**src/hw/rtl/rrts_pkg.sv**
```systemverilog
// Shared types, codes and helpers for the round-robin thread scheduler.
`default_nettype none
package rrts_pkg;

   localparam int SLOTS = 16;
   localparam int IDX_W = (SLOTS > 1) ? $clog2(SLOTS) : 1;

   localparam logic [2:0] MODE_CREATE  = 3'd0;
   localparam logic [2:0] MODE_YIELD   = 3'd1;
   localparam logic [2:0] MODE_EXIT    = 3'd2;
   localparam logic [2:0] MODE_SLEEP   = 3'd3;
   localparam logic [2:0] MODE_BLOCK   = 3'd4;
   localparam logic [2:0] MODE_UNBLOCK = 3'd5;

   localparam logic [1:0] STATUS_DONE    = 2'd0;
   localparam logic [1:0] STATUS_FULL    = 2'd1;
   localparam logic [1:0] STATUS_IGNORED = 2'd2;

   localparam logic [2:0] SLOT_UNUSED   = 3'd0;
   localparam logic [2:0] SLOT_READY    = 3'd1;
   localparam logic [2:0] SLOT_RUNNING  = 3'd2;
   localparam logic [2:0] SLOT_SLEEPING = 3'd3;
   localparam logic [2:0] SLOT_BLOCKED  = 3'd4;
   localparam logic [2:0] SLOT_DEAD     = 3'd5;

   // ms to seconds, rounded up: (ms + 999) / 1000 = ((ms + 999) >> 3) / 125
   localparam int MS_ROUND   = 999;
   localparam int DIV_N_W    = 33;
   localparam int DIV_Q_W    = 30;
   localparam int PROD_W     = 61;
   localparam int RECIP_SHIFT = 37;
   // ceil(2^37 / 125); exact for every 30-bit value
   localparam logic [30:0] SEC_RECIP = 31'd1099511628;

   typedef struct packed {
      logic [2:0]  mode;
      logic [31:0] now_seconds;
      logic [31:0] sleep_ms;
      logic [15:0] target_tid;
   } req_type;

   typedef struct packed {
      logic [15:0] running_tid;
      logic [15:0] new_tid;
      logic [1:0]  status;
      logic        switched;
   } rsp_type;

   typedef struct packed {
      logic [2:0]  state;
      logic [15:0] tid;
      logic [31:0] wake;
   } slot_type;

   function automatic slot_type wake_slot(input slot_type s, input logic [31:0] now);
      slot_type r;
      r = s;
      if (s.state == SLOT_SLEEPING && now >= s.wake) begin
         r.state = SLOT_READY;
      end
      return r;
   endfunction

endpackage
`default_nettype wire

```
**src/hw/rtl/round_robin_thread_scheduler.sv**
```systemverilog
// Top level: thread table ring, request sequencer and result register.
`default_nettype none
// The thread table is a ring of SLOTS cells that rotates one slot per cycle, during the
// three passes of a request only, past a single head position where all checks and
// updates happen. Every request takes three full rotations: wake sleepers and locate
// slots, apply the operation and choose the next ready slot, then commit the switch. A
// sleep request first passes through the reciprocal-multiply ms-to-seconds conversion.
// One request is in work at a time; the next one is taken as soon as the result is in
// the output register.
module round_robin_thread_scheduler (
   input  wire                 clock,
   input  wire                 reset,
   input  wire                 req_valid,
   output logic                req_ready,
   input  rrts_pkg::req_type   req_data,
   output logic                rsp_valid,
   input  wire                 rsp_ready,
   output rrts_pkg::rsp_type   rsp_data
);

   localparam logic [2:0] S_IDLE = 3'd0;
   localparam logic [2:0] S_DIV  = 3'd1;
   localparam logic [2:0] S_A    = 3'd2;
   localparam logic [2:0] S_B    = 3'd3;
   localparam logic [2:0] S_C    = 3'd4;
   localparam logic [2:0] S_DONE = 3'd5;

   localparam int IW = rrts_pkg::IDX_W;
   localparam logic [IW-1:0] LAST = IW'(rrts_pkg::SLOTS-1);

   logic [2:0]          state_ff, state_in;
   logic [IW-1:0]       pos_ff, pos_in;
   rrts_pkg::req_type   req_ff;
   logic [15:0]         running_id_ff, next_id_ff;
   logic                free_v_ff, cur_v_ff, hit_v_ff, hit_blk_ff, run_v_ff, pa_v_ff, pb_v_ff;
   logic [IW-1:0]       free_ff, cur_ff, hit_ff, run_ff, pa_ff, pb_ff;
   logic [15:0]         pa_tid_ff, pb_tid_ff;
   logic [31:0]         secs_ff;
   logic                rsp_valid_ff;
   rrts_pkg::rsp_type   rsp_ff;

   rrts_pkg::slot_type  slot_w [rrts_pkg::SLOTS];
   rrts_pkg::slot_type  head, head_nxt;
   logic                shift;
   logic                accept, at_end;
   logic                div_done;
   logic [31:0]         div_q;
   logic [IW-1:0]       start_idx, pick_idx;
   logic                pick_v, resched, do_sw, create_ok;
   logic [15:0]         pick_tid;
   logic [31:0]         wake_new;

   genvar gi;
   generate
      for (gi = 0; gi < rrts_pkg::SLOTS; gi++) begin : g_cell
         rrts_pkg::slot_type init_w;
         rrts_pkg::slot_type nxt_w;
         assign init_w = '{state: (gi == 0) ? rrts_pkg::SLOT_RUNNING : rrts_pkg::SLOT_UNUSED,
                           tid: 16'd0, wake: 32'd0};
         if (gi == rrts_pkg::SLOTS-1) begin : g_tail
            assign nxt_w = head_nxt;
         end else begin : g_mid
            assign nxt_w = slot_w[gi+1];
         end
         rrts_cell u_cell (
            .clock     (clock),
            .reset     (reset),
            .shift     (shift),
            .init_slot (init_w),
            .slot_nxt  (nxt_w),
            .slot_out  (slot_w[gi])
         );
      end
   endgenerate

   rrts_div u_div (
      .clock    (clock),
      .reset    (reset),
      .start    (accept && req_data.mode == rrts_pkg::MODE_SLEEP),
      .dividend ({1'b0, req_data.sleep_ms} + 33'(rrts_pkg::MS_ROUND)),
      .done     (div_done),
      .quotient (div_q)
   );

   assign req_ready = (state_ff == S_IDLE);
   assign accept    = req_valid && req_ready;
   assign shift     = (state_ff inside {S_A, S_B, S_C});
   assign at_end    = (pos_ff == LAST);
   assign head      = slot_w[0];

   always_comb begin
      start_idx = '0;
      if (cur_v_ff && cur_ff != LAST) begin
         start_idx = cur_ff + 1'b1;
      end
      pick_v    = pa_v_ff || pb_v_ff;
      pick_idx  = pa_v_ff ? pa_ff : pb_ff;
      pick_tid  = pa_v_ff ? pa_tid_ff : pb_tid_ff;
      resched   = (req_ff.mode inside {rrts_pkg::MODE_YIELD, rrts_pkg::MODE_EXIT}) ||
                  ((req_ff.mode inside {rrts_pkg::MODE_SLEEP, rrts_pkg::MODE_BLOCK}) &&
                   cur_v_ff);
      do_sw     = resched && pick_v && !(run_v_ff && pick_idx == run_ff);
      create_ok = (req_ff.mode == rrts_pkg::MODE_CREATE) && free_v_ff;
      wake_new  = req_ff.now_seconds + secs_ff;
   end

   // head rewrite, by pass
   always_comb begin
      head_nxt = head;
      case (state_ff)
         S_A: begin
            head_nxt = rrts_pkg::wake_slot(head, req_ff.now_seconds);
         end
         S_B: begin
            case (req_ff.mode)
               rrts_pkg::MODE_CREATE: begin
                  if (free_v_ff && pos_ff == free_ff) begin
                     head_nxt.state = rrts_pkg::SLOT_READY;
                     head_nxt.tid   = next_id_ff;
                     head_nxt.wake  = '0;
                  end
               end
               rrts_pkg::MODE_EXIT: begin
                  if (cur_v_ff && pos_ff == cur_ff) head_nxt.state = rrts_pkg::SLOT_DEAD;
               end
               rrts_pkg::MODE_SLEEP: begin
                  if (cur_v_ff && pos_ff == cur_ff) begin
                     head_nxt.state = rrts_pkg::SLOT_SLEEPING;
                     head_nxt.wake  = wake_new;
                  end
               end
               rrts_pkg::MODE_BLOCK: begin
                  if (cur_v_ff && pos_ff == cur_ff) head_nxt.state = rrts_pkg::SLOT_BLOCKED;
               end
               rrts_pkg::MODE_UNBLOCK: begin
                  if (hit_v_ff && hit_blk_ff && pos_ff == hit_ff) begin
                     head_nxt.state = rrts_pkg::SLOT_READY;
                  end
               end
               default: begin
                  head_nxt = head;
               end
            endcase
            // second wake catches a wrapped sleep time
            head_nxt = rrts_pkg::wake_slot(head_nxt, req_ff.now_seconds);
         end
         S_C: begin
            if (do_sw && run_v_ff && pos_ff == run_ff) head_nxt.state = rrts_pkg::SLOT_READY;
            if (do_sw && pos_ff == pick_idx) head_nxt.state = rrts_pkg::SLOT_RUNNING;
         end
         default: begin
            head_nxt = head;
         end
      endcase
   end

   always_comb begin
      state_in = state_ff;
      pos_in   = pos_ff;
      case (state_ff)
         S_IDLE: begin
            if (accept) state_in = (req_data.mode == rrts_pkg::MODE_SLEEP) ? S_DIV : S_A;
            pos_in = '0;
         end
         S_DIV: begin
            if (div_done) state_in = S_A;
         end
         S_A, S_B, S_C: begin
            pos_in = at_end ? '0 : pos_ff + 1'b1;
            if (at_end) state_in = (state_ff == S_A) ? S_B : (state_ff == S_B) ? S_C : S_DONE;
         end
         S_DONE: begin
            if (!rsp_valid_ff || rsp_ready) state_in = S_IDLE;
         end
         default: begin
            state_in = S_IDLE;
         end
      endcase
   end

   always_ff @(posedge clock) begin
      if (reset) begin
         state_ff      <= S_IDLE;
         pos_ff        <= '0;
         running_id_ff <= 16'd0;
         next_id_ff    <= 16'd1;
         rsp_valid_ff  <= 1'b0;
         free_v_ff     <= 1'b0;
         cur_v_ff      <= 1'b0;
         hit_v_ff      <= 1'b0;
         run_v_ff      <= 1'b0;
         pa_v_ff       <= 1'b0;
         pb_v_ff       <= 1'b0;
      end else begin
         state_ff <= state_in;
         pos_ff   <= pos_in;
         if (accept) begin
            free_v_ff <= 1'b0;
            cur_v_ff  <= 1'b0;
            hit_v_ff  <= 1'b0;
            run_v_ff  <= 1'b0;
            pa_v_ff   <= 1'b0;
            pb_v_ff   <= 1'b0;
         end
         if (state_ff == S_A) begin
            if (!free_v_ff && head_nxt.state == rrts_pkg::SLOT_UNUSED) begin
               free_v_ff <= 1'b1;
               free_ff   <= pos_ff;
            end
            if (!cur_v_ff && head_nxt.state != rrts_pkg::SLOT_UNUSED &&
                head_nxt.tid == running_id_ff) begin
               cur_v_ff <= 1'b1;
               cur_ff   <= pos_ff;
            end
            if (!hit_v_ff && head_nxt.state != rrts_pkg::SLOT_UNUSED &&
                head_nxt.tid == req_ff.target_tid) begin
               hit_v_ff   <= 1'b1;
               hit_ff     <= pos_ff;
               hit_blk_ff <= (head_nxt.state == rrts_pkg::SLOT_BLOCKED);
            end
         end
         if (state_ff == S_B) begin
            if (!run_v_ff && head_nxt.state == rrts_pkg::SLOT_RUNNING &&
                head_nxt.tid == running_id_ff) begin
               run_v_ff <= 1'b1;
               run_ff   <= pos_ff;
            end
            if (head_nxt.state == rrts_pkg::SLOT_READY) begin
               if (!pa_v_ff && pos_ff >= start_idx) begin
                  pa_v_ff   <= 1'b1;
                  pa_ff     <= pos_ff;
                  pa_tid_ff <= head_nxt.tid;
               end
               if (!pb_v_ff) begin
                  pb_v_ff   <= 1'b1;
                  pb_ff     <= pos_ff;
                  pb_tid_ff <= head_nxt.tid;
               end
            end
         end
         if (state_ff == S_DONE && (!rsp_valid_ff || rsp_ready)) begin
            rsp_valid_ff <= 1'b1;
            if (do_sw) running_id_ff <= pick_tid;
            if (create_ok) next_id_ff <= next_id_ff + 1'b1;
         end else if (rsp_valid_ff && rsp_ready) begin
            rsp_valid_ff <= 1'b0;
         end
      end
      if (accept) begin
         req_ff  <= req_data;
         secs_ff <= 32'd1;
      end
      if (div_done) begin
         secs_ff <= (div_q == 32'd0) ? 32'd1 : div_q;
      end
      if (state_ff == S_DONE && (!rsp_valid_ff || rsp_ready)) begin
         rsp_ff.running_tid <= do_sw ? pick_tid : running_id_ff;
         rsp_ff.new_tid     <= create_ok ? next_id_ff : 16'd0;
         rsp_ff.switched    <= do_sw;
         if (req_ff.mode == rrts_pkg::MODE_CREATE && !free_v_ff) begin
            rsp_ff.status <= rrts_pkg::STATUS_FULL;
         end else if (((req_ff.mode inside {rrts_pkg::MODE_SLEEP, rrts_pkg::MODE_BLOCK}) &&
                       !cur_v_ff) ||
                      (req_ff.mode == rrts_pkg::MODE_UNBLOCK && !(hit_v_ff && hit_blk_ff)) ||
                      (req_ff.mode > rrts_pkg::MODE_UNBLOCK)) begin
            rsp_ff.status <= rrts_pkg::STATUS_IGNORED;
         end else begin
            rsp_ff.status <= rrts_pkg::STATUS_DONE;
         end
      end
   end

   assign rsp_valid = rsp_valid_ff;
   assign rsp_data  = rsp_ff;

   a_idle_pos: assert property (@(posedge clock) disable iff (reset)
      state_ff == S_IDLE |-> pos_ff == '0)
      else $error("ring position not home while idle");

   a_rsp_from_done: assert property (@(posedge clock) disable iff (reset)
      $rose(rsp_valid_ff) |-> $past(state_ff) == S_DONE)
      else $error("result raised outside the final step");

   a_new_tid_ok: assert property (@(posedge clock) disable iff (reset)
      rsp_valid_ff && rsp_ff.new_tid != 16'd0 |-> rsp_ff.status == rrts_pkg::STATUS_DONE)
      else $error("new id reported on a failed request");

   a_sw_only_resched: assert property (@(posedge clock) disable iff (reset)
      state_ff == S_DONE && do_sw |-> resched && pick_v)
      else $error("switch without a reschedule");

endmodule
`default_nettype wire

```
**src/hw/rtl/rrts_cell.sv**
```systemverilog
// One slot of the thread table; a ring stage that takes its neighbor's slot on shift.
`default_nettype none
module rrts_cell (
   input  wire                     clock,
   input  wire                     reset,
   input  wire                     shift,
   input  rrts_pkg::slot_type      init_slot,
   input  rrts_pkg::slot_type      slot_nxt,
   output rrts_pkg::slot_type      slot_out
);

   rrts_pkg::slot_type slot_ff;
   rrts_pkg::slot_type slot_in;

   always_comb begin
      slot_in = shift ? slot_nxt : slot_ff;
   end

   always_ff @(posedge clock) begin
      if (reset) begin
         slot_ff <= init_slot;
      end else begin
         slot_ff <= slot_in;
      end
   end

   assign slot_out = slot_ff;

endmodule
`default_nettype wire

```
**src/hw/rtl/rrts_div.sv**
```systemverilog
// Ms-to-seconds quotient by reciprocal multiplication; operand, then product, are registered before done.
`default_nettype none
module rrts_div (
   input  wire                             clock,
   input  wire                             reset,
   input  wire                             start,
   input  wire [rrts_pkg::DIV_N_W-1:0]     dividend,
   output logic                            done,
   output logic [31:0]                     quotient
);

   logic [rrts_pkg::DIV_Q_W-1:0] num_ff;
   logic [rrts_pkg::PROD_W-1:0]  prod_ff;
   logic                         stage_ff;
   logic                         done_ff;

   always_ff @(posedge clock) begin
      if (reset) begin
         stage_ff <= 1'b0;
         done_ff  <= 1'b0;
      end else begin
         stage_ff <= start;
         done_ff  <= stage_ff;
      end
      if (start) begin
         num_ff <= dividend[rrts_pkg::DIV_N_W-1:3];
      end
      if (stage_ff) begin
         prod_ff <= rrts_pkg::PROD_W'(num_ff) * rrts_pkg::PROD_W'(rrts_pkg::SEC_RECIP);
      end
   end

   assign done     = done_ff;
   assign quotient = {8'd0, prod_ff[rrts_pkg::PROD_W-1:rrts_pkg::RECIP_SHIFT]};

endmodule
`default_nettype wire
```
**config.mk**
```make
export PLATFORM = sky130hd
export DESIGN_NAME = round_robin_thread_scheduler
export DESIGN_NICKNAME = d
export VERILOG_FILES = /design/src/hw/rtl/rrts_pkg.sv /design/src/hw/rtl/round_robin_thread_scheduler.sv /design/src/hw/rtl/rrts_cell.sv /design/src/hw/rtl/rrts_div.sv
export SDC_FILE = /design/constraint.sdc
export NUM_CORES = 2
export LEC_CHECK = 0
export BUFFER_PORTS_ARGS = -buffer_cell sky130_fd_sc_hd__buf_2
export CAP_MARGIN = 25
export CORE_ASPECT_RATIO = 1.2
export CORE_MARGIN = 2
export CORE_UTILIZATION = 50
export DETAILED_ROUTE_END_ITERATION = 7
export PLACE_DENSITY_LB_ADDON = 0.3
export SETUP_SLACK_MARGIN = 0.3
export SYNTH_ARGS = -nofsm -noshare
export SYNTH_HDL_FRONTEND = slang
export SYNTH_SLANG_ARGS = --single-unit
```
**constraint.sdc**
```tcl
create_clock -name clock -period 6.64 [get_ports clock]
set_input_delay 0.664 -clock clock [delete_from_list [all_inputs] [get_ports clock]]
set_output_delay 0.664 -clock clock [all_outputs]
set_load 0.01 [all_outputs]
```
After elaboration in Yosys (flattened, before gate mapping)
Index checks and enable logic that the tools add are counted.
{"block": "totals", "ff_bits": 1128, "input_bits": 87, "out_inout_bits": 37}
{"block": "op_classes", "add_sub_neg": 5, "n_mul": 1, "n_lt_le_gt_ge": 4, "n_eq_ne": 30, "n_mux": 57, "bitwise_logic": 2, "n_reduce_logical": 63}
{"op": "32-bit 2-to-1 mux", "n": 4}
{"op": "32-bit greater-or-equal comparator", "n": 2}
{"op": "32-bit case mux with 2 select lines", "n": 1}
{"op": "30-bit by 29-bit multiplier with 59-bit output (second input constant)", "n": 1}
{"op": "51-bit 2-to-1 mux", "n": 1}
{"op": "16-bit 2-to-1 mux", "n": 3}
{"op": "48-bit 2-to-1 mux", "n": 1}
{"op": "3-bit 2-to-1 mux", "n": 14}
{"op": "32-bit by 10-bit adder with 33-bit output (second input constant)", "n": 1}
{"op": "32-bit adder", "n": 1}
{"op": "16-bit equality test", "n": 2}
{"op": "32-bit logical NOT", "n": 1}
{"op": "1-bit logical AND", "n": 30}
{"op": "3-bit by 2-bit equality test with 1-bit output (second input constant)", "n": 8}
{"op": "4-bit equality test", "n": 6}
{"op": "24-bit 2-to-1 mux", "n": 1}
{"op": "1-bit 2-to-1 mux", "n": 23}
{"op": "16-bit by 1-bit adder with 16-bit output (second input constant)", "n": 1}
{"op": "3-bit equality test (second input constant)", "n": 5}
{"op": "3-bit case mux with 5 select lines", "n": 1}
{"op": "4-bit 2-to-1 mux", "n": 3}
{"op": "3-bit case mux with 4 select lines", "n": 1}
{"op": "3-bit AND reduction", "n": 4}
{"op": "4-bit AND reduction", "n": 3}
{"op": "19 further kinds", "n": 44}

Longest topological paths before layout
{"block": "logic_depth", "ltp_word": 16, "mapped_depth": 25, "mapped_depth_nobuf": 25}

By module
From an unflattened synthesis, not the netlist that was laid out.
{"block": "unflattened", "cells_unflattened": 4654, "area_unflattened_um2": 68064.0}
{"mod": "rrts_cell", "instances": 16, "cells_per_inst": 109, "area_per_inst_um2": 2407.3}
{"mod": "rrts_div", "instances": 1, "cells_per_inst": 1579, "area_per_inst_um2": 15924.0}
{"mod": "round_robin_thread_scheduler", "instances": 1, "cells_per_inst": 1331, "area_per_inst_um2": 13623.1}

Worst setup path before layout
No wires, ideal clock.
{"block": "synth_timing", "path_type": "reg2reg", "start": "register u_div.num_ff[14] (netlist name)", "end": "register u_div.prod_ff[58] (netlist name), data pin", "arrival_ps": 6444, "required_ps": 6382, "path_slack_ps": -61, "path_stages_with_launch": 24, "n_path_buf": 0, "synth_period_minus_slack_ps": 6701, "cell_sequence": "edfxtp_1 > ha_1 > inv_1 > fa_1 > inv_1 > fa_1 > fa_1 > fa_1 > inv_1 > fa_1 > inv_1 > fa_1 > fa_1 > ha_1 > a21o_1 > a21o_1 > a31oi_1 > o211ai_1 > a221oi_1 > nand2_1 > a31oi_1 > o21ai_0 > a21oi_1 > xnor2_1"}
{"block": "synth_via", "elab_chain_len": 1}
{"item": "start, declared", "line_no": "rrts_div.sv:12", "text": "logic [rrts_pkg::DIV_Q_W-1:0] num_ff;"}
{"item": "start signal, assigned", "line_no": "rrts_div.sv:26", "text": "num_ff <= dividend[rrts_pkg::DIV_N_W-1:3];"}
{"item": "30-bit by 29-bit multiplier with 59-bit output", "line_no": "rrts_div.sv:29", "text": "prod_ff <= rrts_pkg::PROD_W'(num_ff) * rrts_pkg::PROD_W'(rrts_pkg::SEC_RECIP);"}
{"item": "end signal, assigned", "line_no": "rrts_div.sv:29"}
{"item": "end, declared", "line_no": "rrts_div.sv:13", "text": "logic [rrts_pkg::PROD_W-1:0] prod_ff;"}
No other way between the ends.
A chain may end at the register's enable or synchronous reset.

Final worst setup path
{"block": "layout_timing", "start": "register u_div.num_ff[16] (netlist name)", "end": "register u_div.prod_ff[55] (netlist name), data pin"}
The elaborated chain is that of the path after synthesis.

==> summary.txt <==
Outcome
  • Status: finished, violations left
  • Failing checks: setup timing

Timing
  • RSZ-0062 raised after global routing: true
  • Fin Hold WS: 112 ps
  • Slew Limit Fails: 0
  • Setup WS post-layout: -110 ps
  • Final setup fails: 12
  • Final Cycle Share: 102%
  • Worst rel slew slack: 32.1%
  • Final Hold Vio Count: 0
  • Slew @ Worst Pin: 1020 ps
  • Fmax: 148 MHz
  • Final min period: 6750 ps
  • Skew final: 53.1 ps

Pwr
  • Comb pwr share: 51.3%
  • VDD IR-drop max: 552 uV
  • Sw power: 11,500 uW
  • Switching Fraction: 41.0%
  • P_int: 16,500 uW
  • Clock power frac: 21.8%
  • Leak Pwr: 0.0250 uW
  • Pwr dens: 441 nW/um^2
  • Sequential share of power: 26.9%

Finish
  • Antenna cell count: 0
  • Design Area, Final: 63,300 um^2
  • FILL cells: 9,950
  • Nets: 7,196
  • Share of cells above drive strength 1: 10.3%
  • Area Overhead vs Synth: 13.2%

Clock tree
  • H-tree Lvls: 3
  • Clock buffer count from CTS: 106
  • TritonCTS clock tree: built
  • Max Buffers Root-to-Sink: 3
  • Worst-path clk slew: 60 ps
  • CTS sink cnt: 1,085
  • Clock insertion delay at the later pin of the skew report: 730 ps
  • Root buffer cell: clkbuf_16

Critical path
  • CP dominant cell by count: inv_2
  • CP Class: register to register
  • Worst setup startpoint: u_div.num_ff[16]
  • Worst EP required: 7080 ps
  • R2R depth: 26
  • CP max stage delay: 560 ps
  • CP Data Arrival Time: 7190 ps
  • Reg-to-reg critical path startpoint: u_div.num_ff[16]
  • CP endpoint: u_div.prod_ff[55]
  • Nature of the critical path startpoint: register
  • R2R Setup Slk: -110 ps
  • RR Endpoint: u_div.prod_ff[55]
  • Crit path max-delay cell type: fa_2
  • Crit. End Element: register
  • CP max FO: 5

Place
  • RePlAce Congestion: 0.927
  • DP Area: 58,500 um^2
  • IO Port Bufs: 123
  • HPWL Detailed: 92.8 mm
  • Worst slack, placed: -238 ps

Floorplan
  • Die W: 309 um
  • Die area: 114,000 um^2
  • # rows: 134
  • Starting density of the core: 50.4%
  • # IOs: 124
  • Core area: 111,000 um^2
  • DIE HEIGHT: 370 um

Logic synthesis
  • Sequential fraction of the synthesis area: 42.8%
  • Synth top area share: 30.9%
  • Area leader, netlist: dfxtp_1
  • Synth area leaders: dfxtp_1 (31%), edfxtp_1 (12%), nand2_1 (11%)
  • Fraction of registers with async set or reset after synthesis: 0%
  • Yosys cell types: 92
  • Synth cell count leaders: nand2_1 (1,651), a21oi_1 (896), dfxtp_1 (864)
  • Post-Syn Nets: 7,066
  • Most frequent cell after synthesis: nand2_1
  • Flops & latches, synth: 1,085
  • Predominant post-synthesis flop cell: dfxtp_1
  • Synth Warn #: 0
  • Average cell area after synthesis: 8.96 um^2
  • Synth Instances: 6,235
  • Mapped Area: 55,900 um^2
  • EDFF count, synth: 221

Global route
  • Gr ovfl total: 0
  • Largest net degree at the start of global routing: 237
  • First-pass GRT wire length: 208 mm
  • Number of antenna violations at the first check in global routing: 1
  • Tot GR Track Use: 22.6%
  • Vias in the first global route: 40,500

Drt
  • Routed WL per cell: 16.4 um
  • Routed wire length: 130 mm
  • Detail Route Antenna Nets: 0
  • DR pass1 iterations: 6
  • Initial drt markers: 2,566
  • Post-route DRC: 0
  • Vias per Instance: 5.23
  • Vias: 41,500

Flow run
  • Max-cap violations: 0

Worst hold path
  • Hold Path Class: primary input to register
[critical path, delay by kind of cell (launching register included)]
family          cells  cell delay [ps]
compound gates      6             1080
xor+xnor            1              130
fa+ha+maj           9             3840
buf+inv             8              530
flops               1              540
simple gates        2              360
[logic make-up (layout without fill, tap and decap cells)]
kind of cell | after synthesis | after routing | synth area share, %
AO/OA/AOI/OAI | 1211 | 1211 | 12.1
XOR/XNOR | 147 | 147 | 2.34
adder cells (fa/ha/maj) | 744 | 744 | 20.4
buffers and inverters | 909 | 1119 | 6.20
flip-flops | 1085 | 1085 | 42.8
multiplexers | 37 | 37 | 0.725
AND/OR/NAND/NOR | 2102 | 2102 | 15.4
[power by group through the flow]
stage	logic (uW)	clock network [uW]	registers [uW]
after detailed placement	12200	0	7640
after global routing	15900	6520	7520
after floorplan	8940	0	7520
after CTS	13200	6240	7500
final	14300	6100	7500
after global placement	12000	0	7640
[metrics by stage]
stage / TNS (ps) / total power [uW] / utilization, % / std cells
after CTS: 0 / 26900 / 56.5 / 7917
final: -704 / 27900 / 57.0 / 7941
after global routing: -4200 / 29900 / 57.0 / 7941
after floorplan: 0 / 16500 / - / 6235
after detailed placement: -1780 / 19900 / 52.7 / 7686
after global placement: -629 / 19700 / 52.7 / 7686
[sequential cells by signal, indices dropped and copies added (netlist names), 3 cells and up]
name / cells
running_id_ff: 16
pb_tid_ff: 16
u_div.prod_ff: 24
pa_tid_ff: 16
cur_ff: 4
rsp_data: 35
hit_ff: 4
pos_ff: 4
pa_ff: 4
run_ff: 4
g_cell.u_cell.slot_out: 816
state_ff: 3
next_id_ff: 16
u_div.num_ff: 30
free_ff: 4
secs_ff: 24
pb_ff: 4
req_ff: 51
[routing by layer]
metal,vias up,global-route usage [%],part of all wire [%]
met4,0,9.18,3.8
met2,701,41.4,52
met1,19900,26.7,41
met5,-,0,0
li1,20700,-,-
met3,258,2.47,3.2
[layout by cell type (no fill, tap or decap), types with 10 or more instances in the layout]
cell type  instances
mux2i_1           31
dfxtp_1          864
a21o_1            58
a211oi_1          35
nand3_1           41
buf_6             18
inv_1            555
clkbuf_8          15
buf_2            122
fa_2              19
o21a_1            10
and3_1            36
o21ai_0           52
edfxtp_1         221
nand2b_1          22
fa_1             258
ha_4              24
nand2_1         1647
nor2b_1           15
buf_4            192
nor3_1            41
and2_1            29
clkbuf_1          20
a22oi_1           26
o21ai_1           10
a31oi_1           12
nor2_1           162
clkbuf_16        109
nor4_1            17
xor2_1            54
o22ai_1           12
xnor2_1           87
ha_1             440
o211ai_1          14
inv_2             29
nand4_1           32
a21oi_1          888
[worst min path at each step]
| stage | start | endpoint | slack, ps | cells after the start |
|---|---|---|---|---|
| 2_1_floorplan | g_cell[0].u_cell.slot_out[37] | g_cell[0].u_cell.slot_out[37] | 430 | 2 |
| 3_3_place_gp | g_cell[11].u_cell.slot_out[24] | g_cell[11].u_cell.slot_out[24] | 440 | 2 |
| 3_5_place_dp | g_cell[8].u_cell.slot_out[31] | g_cell[8].u_cell.slot_out[31] | 440 | 2 |
| 4_1_cts | req_data[12] | req_ff[12] | 60 | 1 |
| 5_1_grt | req_data[12] | req_ff[12] | 80 | 1 |
| 6_report | req_data[15] | req_ff[15] | 110 | 1 |
[timing repair]
action / CTS / global route
pin swaps: 89 / 45
endpoints found under the setup margin: 21 / 28
hold buffers: 0 / 0
resized for setup: 64 / 68
setup buffers: 43 / 18
endpoints found under the hold margin: 0 / 0
[cell type report]
type / count / area [um^2] / share of cell area, %
clock buffer: 145 / 3010 / 4.76
clock inverter: 43 / 563 / 0.890
inverter: 585 / 2200 / 3.47
multi-input combinational: 4241 / 29100 / 46.0
sequential: 1085 / 23900 / 37.8
tap: 1496 / 1870 / 2.96
timing repair buffer: 346 / 2570 / 4.07
No activity file was read; power rests on OpenSTA's default activity.
